--- src/rtl/lpd_pkg.sv ---
package lpd_pkg;

    localparam int MAX_COLS   = 1024;
    localparam int MAX_ROWS   = 1024;
    localparam int PIXEL_BITS = 8;

    localparam int COL_BITS  = $clog2(MAX_COLS);
    localparam int ROW_BITS  = $clog2(MAX_ROWS);
    localparam int SIZE_BITS = 11;
    localparam int POS_BITS  = 10;

    localparam int APB_ADDR_BITS = 3;
    localparam int APB_DATA_BITS = 32;

    localparam logic [SIZE_BITS-1:0] COLS_RESET = SIZE_BITS'(1024);
    localparam logic [SIZE_BITS-1:0] ROWS_RESET = SIZE_BITS'(1024);
    localparam logic [SIZE_BITS-1:0] COLS_LIMIT = SIZE_BITS'(MAX_COLS);
    localparam logic [SIZE_BITS-1:0] ROWS_LIMIT = SIZE_BITS'(MAX_ROWS);

    typedef logic [PIXEL_BITS-1:0] pixel_t;
    typedef logic [COL_BITS-1:0]   col_t;
    typedef logic [ROW_BITS-1:0]   row_t;
    typedef logic [SIZE_BITS-1:0]  size_t;
    typedef logic [POS_BITS-1:0]   pos_t;

    typedef enum logic
    {
        REG_FRAME_COLS = 1'b0,
        REG_FRAME_ROWS = 1'b1
    } reg_idx_t;

    // Effective frame size, already clamped to 1..MAX
    typedef struct packed
    {
        size_t cols;
        size_t rows;
    } frame_cfg_t;

    // Position of the current word and what it means for the centre above it
    typedef struct packed
    {
        row_t row;
        col_t col;
        logic judge;
        logic frame_end;
    } pos_info_t;

    // One line buffer entry: row r-2 (upper) and row r-1 (middle)
    typedef struct packed
    {
        pixel_t upper;
        pixel_t middle;
    } line_pair_t;

endpackage

--- src/rtl/lpd_regs.sv ---
module lpd_regs import lpd_pkg::*;
(
    input  logic                     clk,
    input  logic                     rst_n,
    input  logic                     psel,
    input  logic                     penable,
    input  logic                     pwrite,
    input  logic [APB_ADDR_BITS-1:0] paddr,
    input  logic [APB_DATA_BITS-1:0] pwdata,
    output logic [APB_DATA_BITS-1:0] prdata,
    output logic                     pready,
    output frame_cfg_t               cfg
);

    size_t    cols_reg;
    size_t    rows_reg;
    reg_idx_t sel;
    logic     wr;

    assign pready = 1'b1;
    assign sel    = reg_idx_t'(paddr[2]);
    assign wr     = psel && penable && pwrite;

    always_ff @(posedge clk or negedge rst_n)
    begin
        if (!rst_n)
        begin
            cols_reg <= COLS_RESET;
            rows_reg <= ROWS_RESET;
        end
        else if (wr)
        begin
            case (sel)
                REG_FRAME_COLS: cols_reg <= pwdata[SIZE_BITS-1:0];
                REG_FRAME_ROWS: rows_reg <= pwdata[SIZE_BITS-1:0];
                default: ;
            endcase
        end
    end

    always_comb
    begin
        case (sel)
            REG_FRAME_COLS: prdata = APB_DATA_BITS'(cols_reg);
            REG_FRAME_ROWS: prdata = APB_DATA_BITS'(rows_reg);
            default:        prdata = '0;
        endcase
    end

    // Zero acts as one, oversize acts as the maximum
    always_comb
    begin
        if (cols_reg == '0)
            cfg.cols = SIZE_BITS'(1);
        else if (cols_reg > COLS_LIMIT)
            cfg.cols = COLS_LIMIT;
        else
            cfg.cols = cols_reg;

        if (rows_reg == '0)
            cfg.rows = SIZE_BITS'(1);
        else if (rows_reg > ROWS_LIMIT)
            cfg.rows = ROWS_LIMIT;
        else
            cfg.rows = rows_reg;
    end

endmodule

--- config.mk ---
export PLATFORM = sky130hd
export DESIGN_NAME = lpd_regs
export DESIGN_NICKNAME = d
export VERILOG_FILES = /design/src/rtl/lpd_pkg.sv /design/src/rtl/lpd_regs.sv
export SDC_FILE = /design/constraint.sdc
export NUM_CORES = 1
export LEC_CHECK = 0
export ABC_AREA = 1
export BUFFER_PORTS_ARGS = -buffer_cell sky130_fd_sc_hd__buf_2
export CAP_MARGIN = 40
export CORE_MARGIN = 2
export CORE_UTILIZATION = 30
export CTS_CLUSTER_DIAMETER = 50
export DETAILED_ROUTE_END_ITERATION = 8
export HOLD_SLACK_MARGIN = 0.1
export SLEW_MARGIN = 20
export SYNTH_ARGS = -nofsm -noshare
export SYNTH_HDL_FRONTEND = slang
export SYNTH_SLANG_ARGS = --single-unit
--- constraint.sdc ---
create_clock -name clk -period 1.25 [get_ports clk]
set_input_delay 0.125 -clock clk [delete_from_list [all_inputs] [get_ports clk]]
set_output_delay 0.125 -clock clk [all_outputs]
set_load 0.005 [all_outputs]
==> flow_results.org <==
** Clocking
- Clk_lat worst skew :: 0.26 ns
- CTS tree :: built
- Number of clock buffers inserted by TritonCTS :: 3
- CTS placed an instance of sky130_fd_sc_hd__clkbuf_8 at the clock tree root.
- Number of buffers between clock root and the deepest sink :: 2
- Number of H-tree levels :: 1
- The tree built by TritonCTS fans out to 22 sinks.
- After clock tree synthesis, the clock-pin slew on the worst setup and hold paths is 0.08 ns.

** Detailed routing
- After detailed routing, the number of vias per cell comes to 3.89.
- The final route contains 1341 vias.
- The count of nets left with antenna violations once routing finished came out at 0.
- The first detailed-routing pass took 4 iterations.
- In this run, the number of DRC markers left after iteration 0 of detailed routing was 35.
- In the final routed layout, each cell accounts on average for 10.2 um.
- Summed over all layers, the routed wires come to 3.50 mm.
- Number of DRC violations after detailed routing :: 0

** Final layout
- Layout Area Growth over Synthesis :: 38.1%
- For this run, the post-layout net count is ~320.
- After routing the design area is 2060 um^2.
- Final Core Density :: a little over two fifths
- The repair_antennas step left the layout with diodes totalling 0.
- Cells with a size suffix above 1 make up 47.5% of the layout.
- Number of standard cells in the layout, taps in and fillers out :: 345
- Counting the fill cells in the layout gives 512.

** Global route
- In the global route stage, overall resource usage came out at 12.7%.
- The number of antenna violations at the first check in global routing came to 0.
- For this run the aggregate overflow at the end of global routing stands at 0.
- Entering global routing, the biggest net connects 25 pins.
- The number of global-route vias before repair is 1198.
- Global-route wire length before repair :: 5.41 mm

** Placed design
- Prior to clock tree synthesis, the placed netlist has a worst setup slack of -0.00237 ns.
- Placed cell count :: 335
- Placer congestion estimate :: 0.810
- Placed standard-cell area :: 1820 um^2
- Port-buffer cells :: 49
- Once detailed placement completed, the half-perimeter wirelength came to 2.76 mm.

** Floorplan
- Row Count :: 25
- The die is 74.5 um wide.
- DIE HEIGHT :: between 70 and 80 um
- The floorplan step defined a core boundary enclosing ~4800 um^2.
- The die covers 5550 um^2.
- Initial standard-cell utilization of the core :: 31.3%
- 95 I/O pins were placed.

** Critical path
- CP arrival :: 1.36 ns
- Startpoint Class :: register
- Path type of the worst setup path :: register to output port
- The worst setup path is captured at an output port.
- Critical path fanouts, max :: 8
- At the worst endpoint, the required time is between 1 and 1.5 ns.

** Timing
- Number of hold violations in the final report :: 0
- Subtracting the final worst setup slack from the clock period gives between 1 and 1.5 ns.
- After layout, the worst setup slack is -0.230 ns.
- In the final timing run, aggregate negative setup slack is -3.70 ns.
- The number of max-slew violations in the final report is 0.
- Timing would allow up to 675 MHz.
- Worst clock skew :: 0 ns
- Number of setup violations in the final report :: 21
- The worst path uses 118% of the clock period.
- Setup repair after global routing missed its margin :: yes
- WHS :: 0.128 ns

** Yosys
- Count of warnings emitted by yosys :: 0
- Sequential fraction of the synthesis area :: 37.1%
- Number of cells produced by synthesis :: about 210
- Top cell type's share of synthesized area :: 33.6%
- Counting flops and latches in the post-synthesis netlist gives 22.
- Post-synth top flop :: sky130_fd_sc_hd__dfrtp_1
- Yosys attributes the largest share of cell area to sky130_fd_sc_hd__dfrtp_1 34%, sky130_fd_sc_hd__buf_4 12%, sky130_fd_sc_hd__nand2_1 11%.
- Leading area contributor after synthesis :: sky130_fd_sc_hd__dfrtp_1
- Most instantiated cells after synthesis :: 43 x sky130_fd_sc_hd__nand2_1, 36 x sky130_fd_sc_hd__inv_1, 27 x sky130_fd_sc_hd__nor2_1, 23 x sky130_fd_sc_hd__buf_4, 22 x sky130_fd_sc_hd__o21ai_0
- Count of flip-flops with a built-in enable after synthesis :: 0
- Counting distinct cell types in the post-synthesis netlist gives 19.
- Most used standard cell by instance count after synthesis :: sky130_fd_sc_hd__nand2_1
- The average instance in the mapped netlist occupies 7.13 um^2.
- Synthesized area :: 1490 um^2
- Async S/R FF share, synth :: between 90% and 100%

** Power
- IR analysis of the VDD net gives a maximum drop of 0.508 mV.
- For this design the ratio of total power to cell area is 1340 nW/um^2.
- Power Total :: 2.75 mW
- Reported leakage power :: approximately 1.1 nW

** Min path
- Tightest Hold Check Type :: primary input to register

** Run
- MaxCap Viol Count :: 0

** Status
- Failing checks :: setup timing
- The run finished, with violations left.
==> critical path, stage by stage (launching register included) <==
cell	delay [ns]
sky130_fd_sc_hd__dfrtp_1	0.40
sky130_fd_sc_hd__nor2_2	0.16
sky130_fd_sc_hd__nand3_2	0.11
sky130_fd_sc_hd__nor2_4	0.14
sky130_fd_sc_hd__nor2_4	0.07
sky130_fd_sc_hd__nor2_2	0.09
sky130_fd_sc_hd__buf_2	0.11
==> layout make-up <==
| type | instances | area [um^2] | area share, % |
|---|---|---|---|
| multi-input combinational | 141 | 761 | 37.0 |
| sequential | 22 | 553 | 26.9 |
| timing repair buffer | 75 | 468 | 22.7 |
| inverter | 36 | 138 | 6.69 |
| tap | 67 | 83.8 | 4.07 |
| clock buffer | 4 | 55.1 | 2.67 |
==> power by group <==
part           switching (mW)  internal, mW  total [mW]
Clock                   0.239         0.281       0.520
Sequential              0.107         0.854       0.961
Combinational           0.654         0.616        1.27
==> layer usage <==
metal | track usage (%) | vias to the layer above | wire [um]
li1 | - | 725 | -
met4 | 2.38 | 0 | 19
met1 | 17.6 | 570 | 1600
met3 | 2.44 | 3 | 234
met2 | 20.8 | 43 | 1640
met5 | 0 | - | 0
==> placed cells by master, fill, tap and decap left out, drive strengths merged, types with 2 or more instances in the layout <==
cell / instances
dfstp: 2
buf: 74
conb: 22
dfrtp: 20
inv: 36
nor2: 32
clkbuf: 4
nor3: 2
nand2: 45
nand3: 4
o21ai: 35
==> kinds of logic after synthesis <==
group / share of synthesized area (%)
and+or+nand+nor: 24.0
buffers and inverters: 24.1
AOI/OAI and AO/OA: 14.3
DFF: 37.1
other: 0.504
==> worst paths after layout <==
path / start / endpoint / slack, ns / depth (start not counted)
min in group asynchronous: rst_n / cols_reg[0] / 0.35 / 2
worst min register to register: cols_reg[9] / cols_reg[9] / 0.55 / 2
worst min-delay path: pwdata[10] / cols_reg[10] / 0.13 / 3
max in group asynchronous: rst_n / rows_reg[10] / 0.54 / 2
worst max register to register: rows_reg[10] / rows_reg[10] / 0.30 / 4
worst max-delay path: cols_reg[3] / cfg[13] / -0.23 / 6
==> what timing repair did <==
action | in CTS | in global routing
buffers inserted | 2 | 5
resized for setup | 18 | 40
setup endpoints to repair | 21 | 32
cloned | 0 | 0
hold buffers | 1 | 0
hold endpoints to repair | 20 | 0
pin swaps | 6 | 9
No activity file was read; power rests on OpenSTA's default activity.
