## src/rtl/lpd_pkg.sv

```systemverilog
package lpd_pkg;

    localparam int MAX_COLS   = 1024;
    localparam int MAX_ROWS   = 1024;
    localparam int PIXEL_BITS = 8;

    localparam int COL_BITS  = $clog2(MAX_COLS);
    localparam int ROW_BITS  = $clog2(MAX_ROWS);
    localparam int SIZE_BITS = 11;
    localparam int POS_BITS  = 10;

    localparam int APB_ADDR_BITS = 3;
    localparam int APB_DATA_BITS = 32;

    localparam logic [SIZE_BITS-1:0] COLS_RESET = SIZE_BITS'(1024);
    localparam logic [SIZE_BITS-1:0] ROWS_RESET = SIZE_BITS'(1024);
    localparam logic [SIZE_BITS-1:0] COLS_LIMIT = SIZE_BITS'(MAX_COLS);
    localparam logic [SIZE_BITS-1:0] ROWS_LIMIT = SIZE_BITS'(MAX_ROWS);

    typedef logic [PIXEL_BITS-1:0] pixel_t;
    typedef logic [COL_BITS-1:0]   col_t;
    typedef logic [ROW_BITS-1:0]   row_t;
    typedef logic [SIZE_BITS-1:0]  size_t;
    typedef logic [POS_BITS-1:0]   pos_t;

    typedef enum logic
    {
        REG_FRAME_COLS = 1'b0,
        REG_FRAME_ROWS = 1'b1
    } reg_idx_t;

    // Effective frame size, already clamped to 1..MAX
    typedef struct packed
    {
        size_t cols;
        size_t rows;
    } frame_cfg_t;

    // Position of the current word and what it means for the centre above it
    typedef struct packed
    {
        row_t row;
        col_t col;
        logic judge;
        logic frame_end;
    } pos_info_t;

    // One line buffer entry: row r-2 (upper) and row r-1 (middle)
    typedef struct packed
    {
        pixel_t upper;
        pixel_t middle;
    } line_pair_t;

endpackage

```

## src/rtl/lpd_pos.sv

```systemverilog
module lpd_pos import lpd_pkg::*;
(
    input  logic       clk,
    input  logic       rst_n,
    input  logic       accept,
    input  logic       frame_start,
    input  frame_cfg_t cfg,
    output pos_info_t  pos
);

    row_t  row_reg;
    row_t  row_next;
    col_t  col_reg;
    col_t  col_next;
    row_t  r;
    col_t  c;
    size_t c_inc;
    size_t r_inc;
    logic  row_end;

    assign r       = frame_start ? '0 : row_reg;
    assign c       = frame_start ? '0 : col_reg;
    assign c_inc   = SIZE_BITS'(c) + SIZE_BITS'(1);
    assign r_inc   = SIZE_BITS'(r) + SIZE_BITS'(1);
    assign row_end = c_inc >= cfg.cols;

    // Centre (r-1, c) is interior when r-1 is neither the first nor the last row
    assign pos.row       = r;
    assign pos.col       = c;
    assign pos.judge     = (r >= row_t'(2)) && (SIZE_BITS'(r) < cfg.rows)
                           && (c != '0) && (c_inc < cfg.cols);
    assign pos.frame_end = row_end && (r_inc >= cfg.rows);

    always_comb
    begin
        row_next = row_reg;
        col_next = col_reg;
        if (accept)
        begin
            if (row_end)
            begin
                col_next = '0;
                row_next = pos.frame_end ? '0 : r_inc[ROW_BITS-1:0];
            end
            else
            begin
                col_next = c_inc[COL_BITS-1:0];
                row_next = r;
            end
        end
    end

    always_ff @(posedge clk or negedge rst_n)
    begin
        if (!rst_n)
        begin
            row_reg <= '0;
            col_reg <= '0;
        end
        else
        begin
            row_reg <= row_next;
            col_reg <= col_next;
        end
    end

endmodule

```

## config.mk

```make
export PLATFORM = sky130hd
export DESIGN_NAME = lpd_pos
export DESIGN_NICKNAME = d
export VERILOG_FILES = /design/src/rtl/lpd_pkg.sv /design/src/rtl/lpd_pos.sv
export SDC_FILE = /design/constraint.sdc
export NUM_CORES = 1
export LEC_CHECK = 0
export BUFFER_PORTS_ARGS = -buffer_cell sky130_fd_sc_hd__clkbuf_2
export CAP_MARGIN = 20
export CORE_ASPECT_RATIO = 1.4
export CORE_UTILIZATION = 40
export CTS_BUF_LIST = sky130_fd_sc_hd__clkbuf_4 sky130_fd_sc_hd__clkbuf_8
export CTS_CLUSTER_DIAMETER = 40
export DETAILED_ROUTE_END_ITERATION = 12
export PLACE_DENSITY = 0.66
export SYNTH_ARGS = -nofsm -noshare
export SYNTH_HDL_FRONTEND = slang
export SYNTH_SLANG_ARGS = --single-unit
```

## constraint.sdc

```tcl
create_clock -name clk -period 4.3 [get_ports clk]
set_clock_uncertainty 0.15 [all_clocks]
set_input_delay 0.215 -clock clk [delete_from_list [all_inputs] [get_ports clk]]
set_output_delay 0.215 -clock clk [all_outputs]
set_load 0.01 [all_outputs]
```

==> results of run 1 <==
power by group through the flow:
| stage | logic [mW] | registers, mW | clock network, mW |
|---|---|---|---|
| finish | 0.112 | 0.206 | 0.123 |
| global route | 0.129 | 0.207 | 0.132 |
| CTS | 0.113 | 0.206 | 0.126 |
| detailed placement | 0.111 | 0.209 | 0 |
| global placement | 0.110 | 0.209 | 0 |
| floorplan | 0.0725 | 0.206 | 0 |
what timing repair did:
action / 4_1_cts / 5_1_grt
hold buffers: 1 / 0
hold endpoints to repair: 20 / 0
resized for setup: 0 / 0
path summary, 6_finish.rpt:
check                        endpoint  slack (ps)  cells past startpoint
setup / recovery               pos[0]         580                     11
hold / removal             col_reg[2]         260                      3
setup reg to reg           row_reg[7]         730                     11
hold reg to reg            col_reg[7]         380                      1
max in group asynchronous  col_reg[9]        3340                      2
min in group asynchronous  col_reg[0]         310                      2
metrics by stage:
stage | instances | hold slack, ps | setup slack [ps] | power, mW
CTS | 390 | 248 | 597 | 0.444
detailed placement | 386 | 66.5 | 684 | 0.320
finish | 390 | 261 | 583 | 0.441
global route | 390 | 288 | 339 | 0.467
floorplan | 280 | -231 | 759 | 0.278
global placement | 386 | 54.3 | 754 | 0.319
logic make-up (layout without fill, tap and decap cells):
group	Yosys count	count (layout)	synth area share
simple gates	108	108	0.251
compound gates	61	61	0.195
buf+inv	41	85	0.0733
fa+ha+maj	36	36	0.201
flops	20	20	0.224
xor+xnor	12	12	0.0470
mux	2	2	0.00951
worst max-delay path, delay by kind of cell (launching register included):
kind                       cells  cell delay (ps)
adders and majority gates      2              670
buffers and inverters          1              150
AOI/OAI and AO/OA              1              420
and+or+nand+nor                6             1310
xor gates and xnor gates       1              140
DFF                            1              410
final cells by class:
| type | count | area, um^2 |
|---|---|---|
| clock buffer | 3 | 41.3 |
| fill | 560 | 2700 |
| inverter | 32 | 120 |
| multi-input combinational | 219 | 1570 |
| sequential | 20 | 500 |
| tap | 66 | 82.6 |
| timing repair buffer | 50 | 260 |
placed cells by master (no fill, tap or decap), types with 3 or more instances in the layout:
cell / instances
a21o_1: 4
a22o_1: 4
xnor2_1: 6
o21a_1: 4
a21oi_1: 11
nor2_1: 21
nor4_1: 3
nand2_1: 24
ha_1: 36
o21ai_0: 12
inv_1: 31
o211ai_1: 5
clkbuf_2: 47
xor2_1: 6
dfrtp_1: 20
clkbuf_8: 3
nand4_1: 7
nand2b_1: 3
nor3_1: 5
nor2b_1: 19
o2bb2ai_1: 5
nand3_1: 14
per-layer routing:
layer	part of all wire	routed length, um	global-route usage
met4	0.0093	53	0.0507
met5	0	0	0
met2	0.49	2800	0.332
met3	0.052	295	0.0215
met1	0.45	2570	0.279
==> results.toml, run 1 <==
[pwr]
pwr-share-clk = 0.280
irDropWorstVdd_uv = 139
leakagePower_nw = 1.37
p_sw_frac = 0.309
p_sw_mw = 0.136
seqPwrFrac = 0.467
p_int_mw = 0.305
p_per_area_mw_per_mm2 = 171
combPwrFrac = 0.253

[sta]
fin_crit_sh = 0.865
tightest_slew_ps = 578
setup_viol = 0
finalCriticalPeriod_ps = 3720
max-slew-margin-rel = 0.614
finalHoldViolations = 0
drv_slew = 0
setup_tns_ps = 0
rsz0062_at_grt = "no"
fmax_mhz = 269

[drt]
drt-total-wl_um = 5720
vias = 2144
wl_per_cell_um = 14.7
drt_iter0_markers = 92
drc_errors = 0
antenna_left = 0
drt_first_pass_iters = 4
vias_per_cell = 5.50

[run]
drv_cap = 0

[min_path]
worstHoldStart = "accept"
min_path_type = "input pin to flop"

[logic_synthesis]
yosysMostFrequentCell = "ha_1"
synth.area.top_cells = "dfrtp_1 (22%), ha_1 (20%), nor2b_1 (5.3%)"
syn-cell-area_mm2 = 0.00224
yosysSeqAreaShare = 0.224
synthCells = 280
ys_ff_latch = 20
ys.warnings.count = 0
synth_flop_cell = "dfrtp_1"
async_flop_share = 1.00
synth_common_cells = "ha_1 (36), inv_1 (31), nand2_1 (24)"
synth_top_area_frac = 0.224
synth.avg_cell_area_um2 = 7.99
ys_types = 48
synth_area_leader_cell = "dfrtp_1"
synth_nets = 342
synth_edf_count = 0

[critical_path]
critical_path.max_fanout = 8
crit_path_cell_trace = "nor2b_1 -> ha_1 -> nand3_1 -> or2_1 -> xnor2_1 -> ha_1 -> nand4_1 -> o31ai_2 -> nor2_2 -> nor2_1 -> clkbuf_2"
critPathRequiredTime_ps = 3930
crit_path_end_kind = "output pin"
worstPathArrival_ps = 3350
cp_slowest_stage_delay_ps = 420
start_kind = "flop"
worstSetupPathType = "flop to output pin"
crit_top_cell = "ha_1"
crit_path_top_delay_cell = "o31ai_2"
reg2reg_from = "row_reg[1]"
critPathLaunch = "row_reg[1]"

[global_route]
grt_max_degree = 21
antenna_found_initial = 0
grt_pass1_wl_um = 9540
grt_usage = 0.203
grt-ovfl-total = 0
grt_pass1_vias = 2006

[layout]
drive_gt1_frac = 0.191
fin_area_mm2 = 0.00258
syn_to_final_growth_pct = 15.2
insertedDiodeCount = 0
final_util = 0.489
nets = 388

[floorplanning]
die_y_um = 90.5
dieWidth_um = 65.2
fp-row-count = 31
pin_count = 48
core-area_mm2 = 0.00528
dieArea_mm2 = 0.00590
start_util = 0.424

[clocking]
cts_tree = "yes"
clkLatencyLatePin_ps = 250
clockBufferDepth = 2
cts_buffers = 3
root_buffer = "clkbuf_8"
cts_sinks = 20
clkTransAtPathRegs_ps = 70
cts_setup_buffers = 0
cts_max_level = 1

[place]
place.detailed.hpwl_um = 4490
numPortBuffers = 47
gp_congestion = 0.913
dpl-instance-area_mm2 = 0.00253

[run_status]
status = "finished clean"
Power figures use the tool's default switching activity.
==> run 2: changes to the inputs <==
--- a/config.mk
+++ b/config.mk
@@ -12,7 +12,7 @@
 export CTS_BUF_LIST = sky130_fd_sc_hd__clkbuf_4 sky130_fd_sc_hd__clkbuf_8
 export CTS_CLUSTER_DIAMETER = 40
 export DETAILED_ROUTE_END_ITERATION = 12
-export PLACE_DENSITY = 0.66
+export PLACE_DENSITY = 0.6
 export SYNTH_ARGS = -nofsm -noshare
 export SYNTH_HDL_FRONTEND = slang
 export SYNTH_SLANG_ARGS = --single-unit
==> run 2 against run 1 <==
Effect of this change: final area is 0.87% higher; critical path depth stayed put; global-route usage is 0.17 points higher; sequential power hardly changed; combinational power hardly changed; register-to-register slack worse by 70 ps; first-iteration DRC count is 18% lower; maximum frequency is 1.5% lower; clock power is 50% higher; sequential share of layout area is 0.17 points lower; final cell count stayed put; critical endpoint unchanged.
==> results.toml, run 2 (synthesis gave the netlist of run 1 again) <==
[sta]
setup_tns_ps = 0
postLayoutSetupSlackWorst_ps = 528
rsz0062_at_grt = "no"
drv_slew = 0
fin_crit_sh = 0.877
finalHoldViolations = 0
setup_viol = 0
finalCriticalPeriod_ps = 3770
max-slew-margin-rel = 0.610
fmax_mhz = 265
tightest_slew_ps = 584

[layout]
nets = 387
syn_to_final_growth_pct = 16.2
final_common_cell = "clkbuf_2"
drive_gt1_frac = 0.191
layout.cells.non_filler = 390
insertedDiodeCount = 0
nFillCells = 536
final_cell_mix = "clkbuf_2 (47), ha_1 (36), inv_1 (31)"

[critical_path]
critPathLaunch = "row_reg[1]"
worstSetupPathType = "flop to output pin"
reg2reg_from = "row_reg[1]"
r2r_end = "row_reg[7]"
r2r_cells = 11
crit_path_end_kind = "output pin"
r2r_slack_ps = 660
crit_end = "pos[0]"
critPathRequiredTime_ps = 3930
start_kind = "flop"
worstPathArrival_ps = 3410
critical_path.max_fanout = 8

[run]
drv_cap = 0

[run_status]
status = "finished clean"

[global_route]
grt_pass1_wl_um = 9520
grt_max_degree = 21
grt-ovfl-total = 0
grt_pass1_vias = 2034
grt_usage = 0.204
antenna_found_initial = 0

[clocking]
cts_max_level = 1
cts_sinks = 20
cts_resized = 0
clkTransAtPathRegs_ps = 70
cts_tree = "yes"
cts_setup_buffers = 0
clockBufferDepth = 2
hold_buffers = 1
cts_buffers = 3
clkLatencyLatePin_ps = 250
root_buffer = "clkbuf_8"

[floorplanning]
pin_count = 48
core-area_mm2 = 0.00528
fp-row-count = 31
start_util = 0.424
dieArea_mm2 = 0.00590
dieWidth_um = 65.2
die_y_um = 90.5

[place]
gp_congestion = 0.818
dp_cells = 385
place.detailed.hpwl_um = 4690
dp_slack_ps = 588
numPortBuffers = 47

[drt]
drc_errors = 0
vias = 2149
antenna_left = 0
drt-total-wl_um = 5740
wl_per_cell_um = 14.7
drt_first_pass_iters = 4
vias_per_cell = 5.51
drt_iter0_markers = 75

[pwr]
leakagePower_nw = 1.38
p_per_area_mw_per_mm2 = 194
irDropWorstVdd_uv = 168

[min_path]
min_path_type = "input pin to flop"
==> run 2: changes by cell type in the layout (fill, tap and decap cells not counted), sizes merged <==
cell,before,now
buf,2,1
bufinv,0,1
==> run 2: critical path, cell delays in order, from the launching register on <==
cell and delay [ps]:
dfrtp_1 400, nor2b_1 320, ha_1 380, nand3_1 230
or2_1 340, xnor2_1 150, ha_1 320, nand4_1 160
o31ai_2 420, nor2_2 180, nor2_1 130, clkbuf_2 140
==> run 2: layout make-up <==
type                            count  area (um^2)  area share
Multi-Input combinational cell    219         1570       0.605
Timing Repair Buffer               49          253      0.0972
Clock buffer                        3         41.3      0.0159
Inverter                           32          120      0.0462
Tap cell                           66         82.6      0.0318
Sequential cell                    20          500       0.192
Clock inverter                      1         30.0      0.0115
==> run 2: how the worst min path moves through the flow <==
stage | to | slack (ps) | cells after the start | startpoint
CTS | col_reg[2] | 240 | 3 | accept
detailed placement | col_reg[8] | 60 | 1 | rst_n
global route | col_reg[2] | 260 | 3 | accept
finish | col_reg[2] | 240 | 3 | accept
floorplan | col_reg[0] | -230 | 0 | rst_n
global placement | col_reg[8] | 60 | 1 | rst_n
==> run 2: through the flow <==
stage	util	power (mW)	area [um^2]	hold WS (ps)
6_report	0.493	0.504	2600	243
5_1_grt	0.493	0.536	2600	264
4_1_cts	0.493	0.513	2600	236
3_5_place_dp	0.477	0.324	2520	62.8
3_3_place_gp	0.477	0.323	2520	58.5
2_1_floorplan	-	0.278	2240	-231
==> run 2: power breakdown <==
group          internal, mW  total (mW)  switching (mW)  leakage (nW)
clock network         0.124       0.185          0.0608        0.0357
logic                0.0467       0.113          0.0663          1.07
registers             0.195       0.206          0.0108         0.274
total                 0.366       0.504           0.138          1.38
==> run 2: per-layer routing <==
metal | wire [um] | vias up | part of all wire | track usage
met5 | 0 | - | 0 | 0
met4 | 86 | 0 | 0.015 | 0.0707
met3 | 198 | 6 | 0.035 | 0.0227
met2 | 2970 | 57 | 0.52 | 0.358
met1 | 2480 | 1005 | 0.43 | 0.251
li1 | - | 1081 | - | -
==> run 3: changes to the inputs <==
==> config.mk (replaced) <==
export PLATFORM = sky130hd
export DESIGN_NAME = lpd_pos
export DESIGN_NICKNAME = d
export VERILOG_FILES = /design/src/rtl/lpd_pkg.sv /design/src/rtl/lpd_pos.sv
export SDC_FILE = /design/constraint.sdc
export NUM_CORES = 1
export LEC_CHECK = 0
export BUFFER_PORTS_ARGS = -buffer_cell sky130_fd_sc_hd__clkbuf_2
export CAP_MARGIN = 20
export CELL_PAD_IN_SITES_DETAIL_PLACEMENT = 1
export CELL_PAD_IN_SITES_GLOBAL_PLACEMENT = 2
export CORE_ASPECT_RATIO = 0.8
export CORE_UTILIZATION = 32
export CTS_CLUSTER_DIAMETER = 40
export DETAILED_ROUTE_END_ITERATION = 12
export PLACE_DENSITY = 0.79
export SYNTH_ARGS = -nofsm -noshare
export SYNTH_HDL_FRONTEND = slang
export SYNTH_SLANG_ARGS = --single-unit
==> run 3 against run 2 <==
Effect of this change: via count decreased by 0.14%; clock power decreased by 22%; total power decreased by 7.4%; hold slack improved by 10 ps; largest cell class unchanged; global-route usage decreased by 1.8 points; wire length increased by 11%; non-clock buffer count increased by 1; critical endpoint unchanged; first-iteration DRC count decreased by 20%.
==> results.toml, run 3 (synthesis gave the netlist of run 1 again) <==
[drt]
drt_iter0_markers = 60
drt_first_pass_iters = 4
drt-total-wl_um = 6380
wl_per_cell_um = 15.6
antenna_left = 0
wl_met2_um = 2660
top_layer_used = "met4"
met3_length_um = 221
vias = 2146
vias_per_cell = 5.25
drc_errors = 0
met1_length_um = 3460

[sta]
rsz0062_at_grt = "no"
drv_slew = 0
max-slew-margin-rel = 0.583
fmax_mhz = 257
setup_tns_ps = 0
finalHoldViolations = 0
setup_viol = 0
finalCriticalPeriod_ps = 3880
fin_hold_ws_ps = 253
tightest_slew_ps = 623
fin_crit_sh = 0.903

[critical_path]
critPathRequiredTime_ps = 3930
crit_path_end_kind = "output pin"
start_kind = "flop"
worstPathArrival_ps = 3520
critical_path.max_fanout = 8
worstSetupPathType = "flop to output pin"

[clocking]
cts_resized = 0
cts_buffers = 3
root_buffer = "clkbuf_8"
cts_tree = "yes"
clkLatencyLatePin_ps = 260
clockBufferDepth = 2
hold_buffers = 1
cts_sinks = 20
cts_setup_buffers = 0
clkTransAtPathRegs_ps = 80
cts_max_level = 1

[layout]
syn_to_final_growth_pct = 16.8
final_cell_mix = "clkbuf_2 (47), ha_1 (36), inv_1 (31)"
final_common_cell = "clkbuf_2"
drive_gt1_frac = 0.194
insertedDiodeCount = 0
nets = 388
layout.cells.non_filler = 409
final_util = 0.398

[global_route]
grt_max_degree = 21
grt-ovfl-total = 0
antenna_found_initial = 0
grt_usage = 0.187
grt_pass1_wl_um = 10600
grt_pass1_vias = 2053

[run_status]
status = "finished clean"

[place]
numPortBuffers = 47
dp_cells = 404
gp_congestion = 0.792
place.detailed.hpwl_um = 5280

[floorplanning]
pin_count = 48
die_y_um = 76.8
core-area_mm2 = 0.00657
fp-row-count = 26
dieArea_mm2 = 0.00733
start_util = 0.340
dieWidth_um = 95.5

[run]
drv_cap = 0

[min_path]
min_path_type = "input pin to flop"

[pwr]
irDropWorstVdd_uv = 95.9
leakagePower_nw = 1.38
design_power_total_mw = 0.467
p_per_area_mw_per_mm2 = 179
## run 3: cell types whose count changed in the layout (fill, tap and decap cells not counted), sizes merged
cell    before  now
buf          1    2
bufinv       1    0
clkbuf      50   51
## run 3: per-layer routing
metal,global-route usage,up-vias
met3,0.0268,7
li1,-,1080
met5,0,-
met4,0.0179,0
met1,0.296,1020
met2,0.269,39
## run 3: critical path, cell delays in order (launching register included)
cell and delay [ps]:
dfrtp_1 390, nor2b_1 380, ha_1 400, nand3_1 230, or2_1 350, xnor2_1 150, ha_1 320, nand4_1 170
o31ai_2 420, nor2_2 190, nor2_1 130, clkbuf_2 140
## run 3: path summary, 6_finish.rpt
| check | startpoint | endpoint | slack [ps] | cells past startpoint |
|---|---|---|---|---|
| max | row_reg[1] | pos[0] | 420 | 11 |
| min | accept | col_reg[7] | 250 | 3 |
| max reg2reg | row_reg[1] | row_reg[7] | 540 | 11 |
| min reg2reg | col_reg[7] | col_reg[7] | 370 | 1 |
| max in group asynchronous | rst_n | row_reg[4] | 3370 | 2 |
| min in group asynchronous | rst_n | col_reg[8] | 290 | 2 |
## run 3: cell type report
type                            count  area (um^2)
Fill cell                         803         3960
Sequential cell                    20          500
Tap cell                           84          105
Timing Repair Buffer               50          260
Inverter                           32          120
Clock buffer                        4         55.1
Multi-Input combinational cell    219         1570
## run 3: through the flow
stage          instance area, um^2  setup WS [ps]
3_3_place_gp                  2550            547
3_5_place_dp                  2550            470
2_1_floorplan                 2240            759
5_1_grt                       2610            138
4_1_cts                       2610            412
6_report                      2610            415
## run 3: where the power goes
part           total, mW  switching, mW  leakage, nW  internal [mW]
clock              0.144         0.0625       0.0288         0.0816
sequential         0.207         0.0114        0.274          0.195
combinational      0.116         0.0682         1.07         0.0477
total              0.467          0.142         1.38          0.325
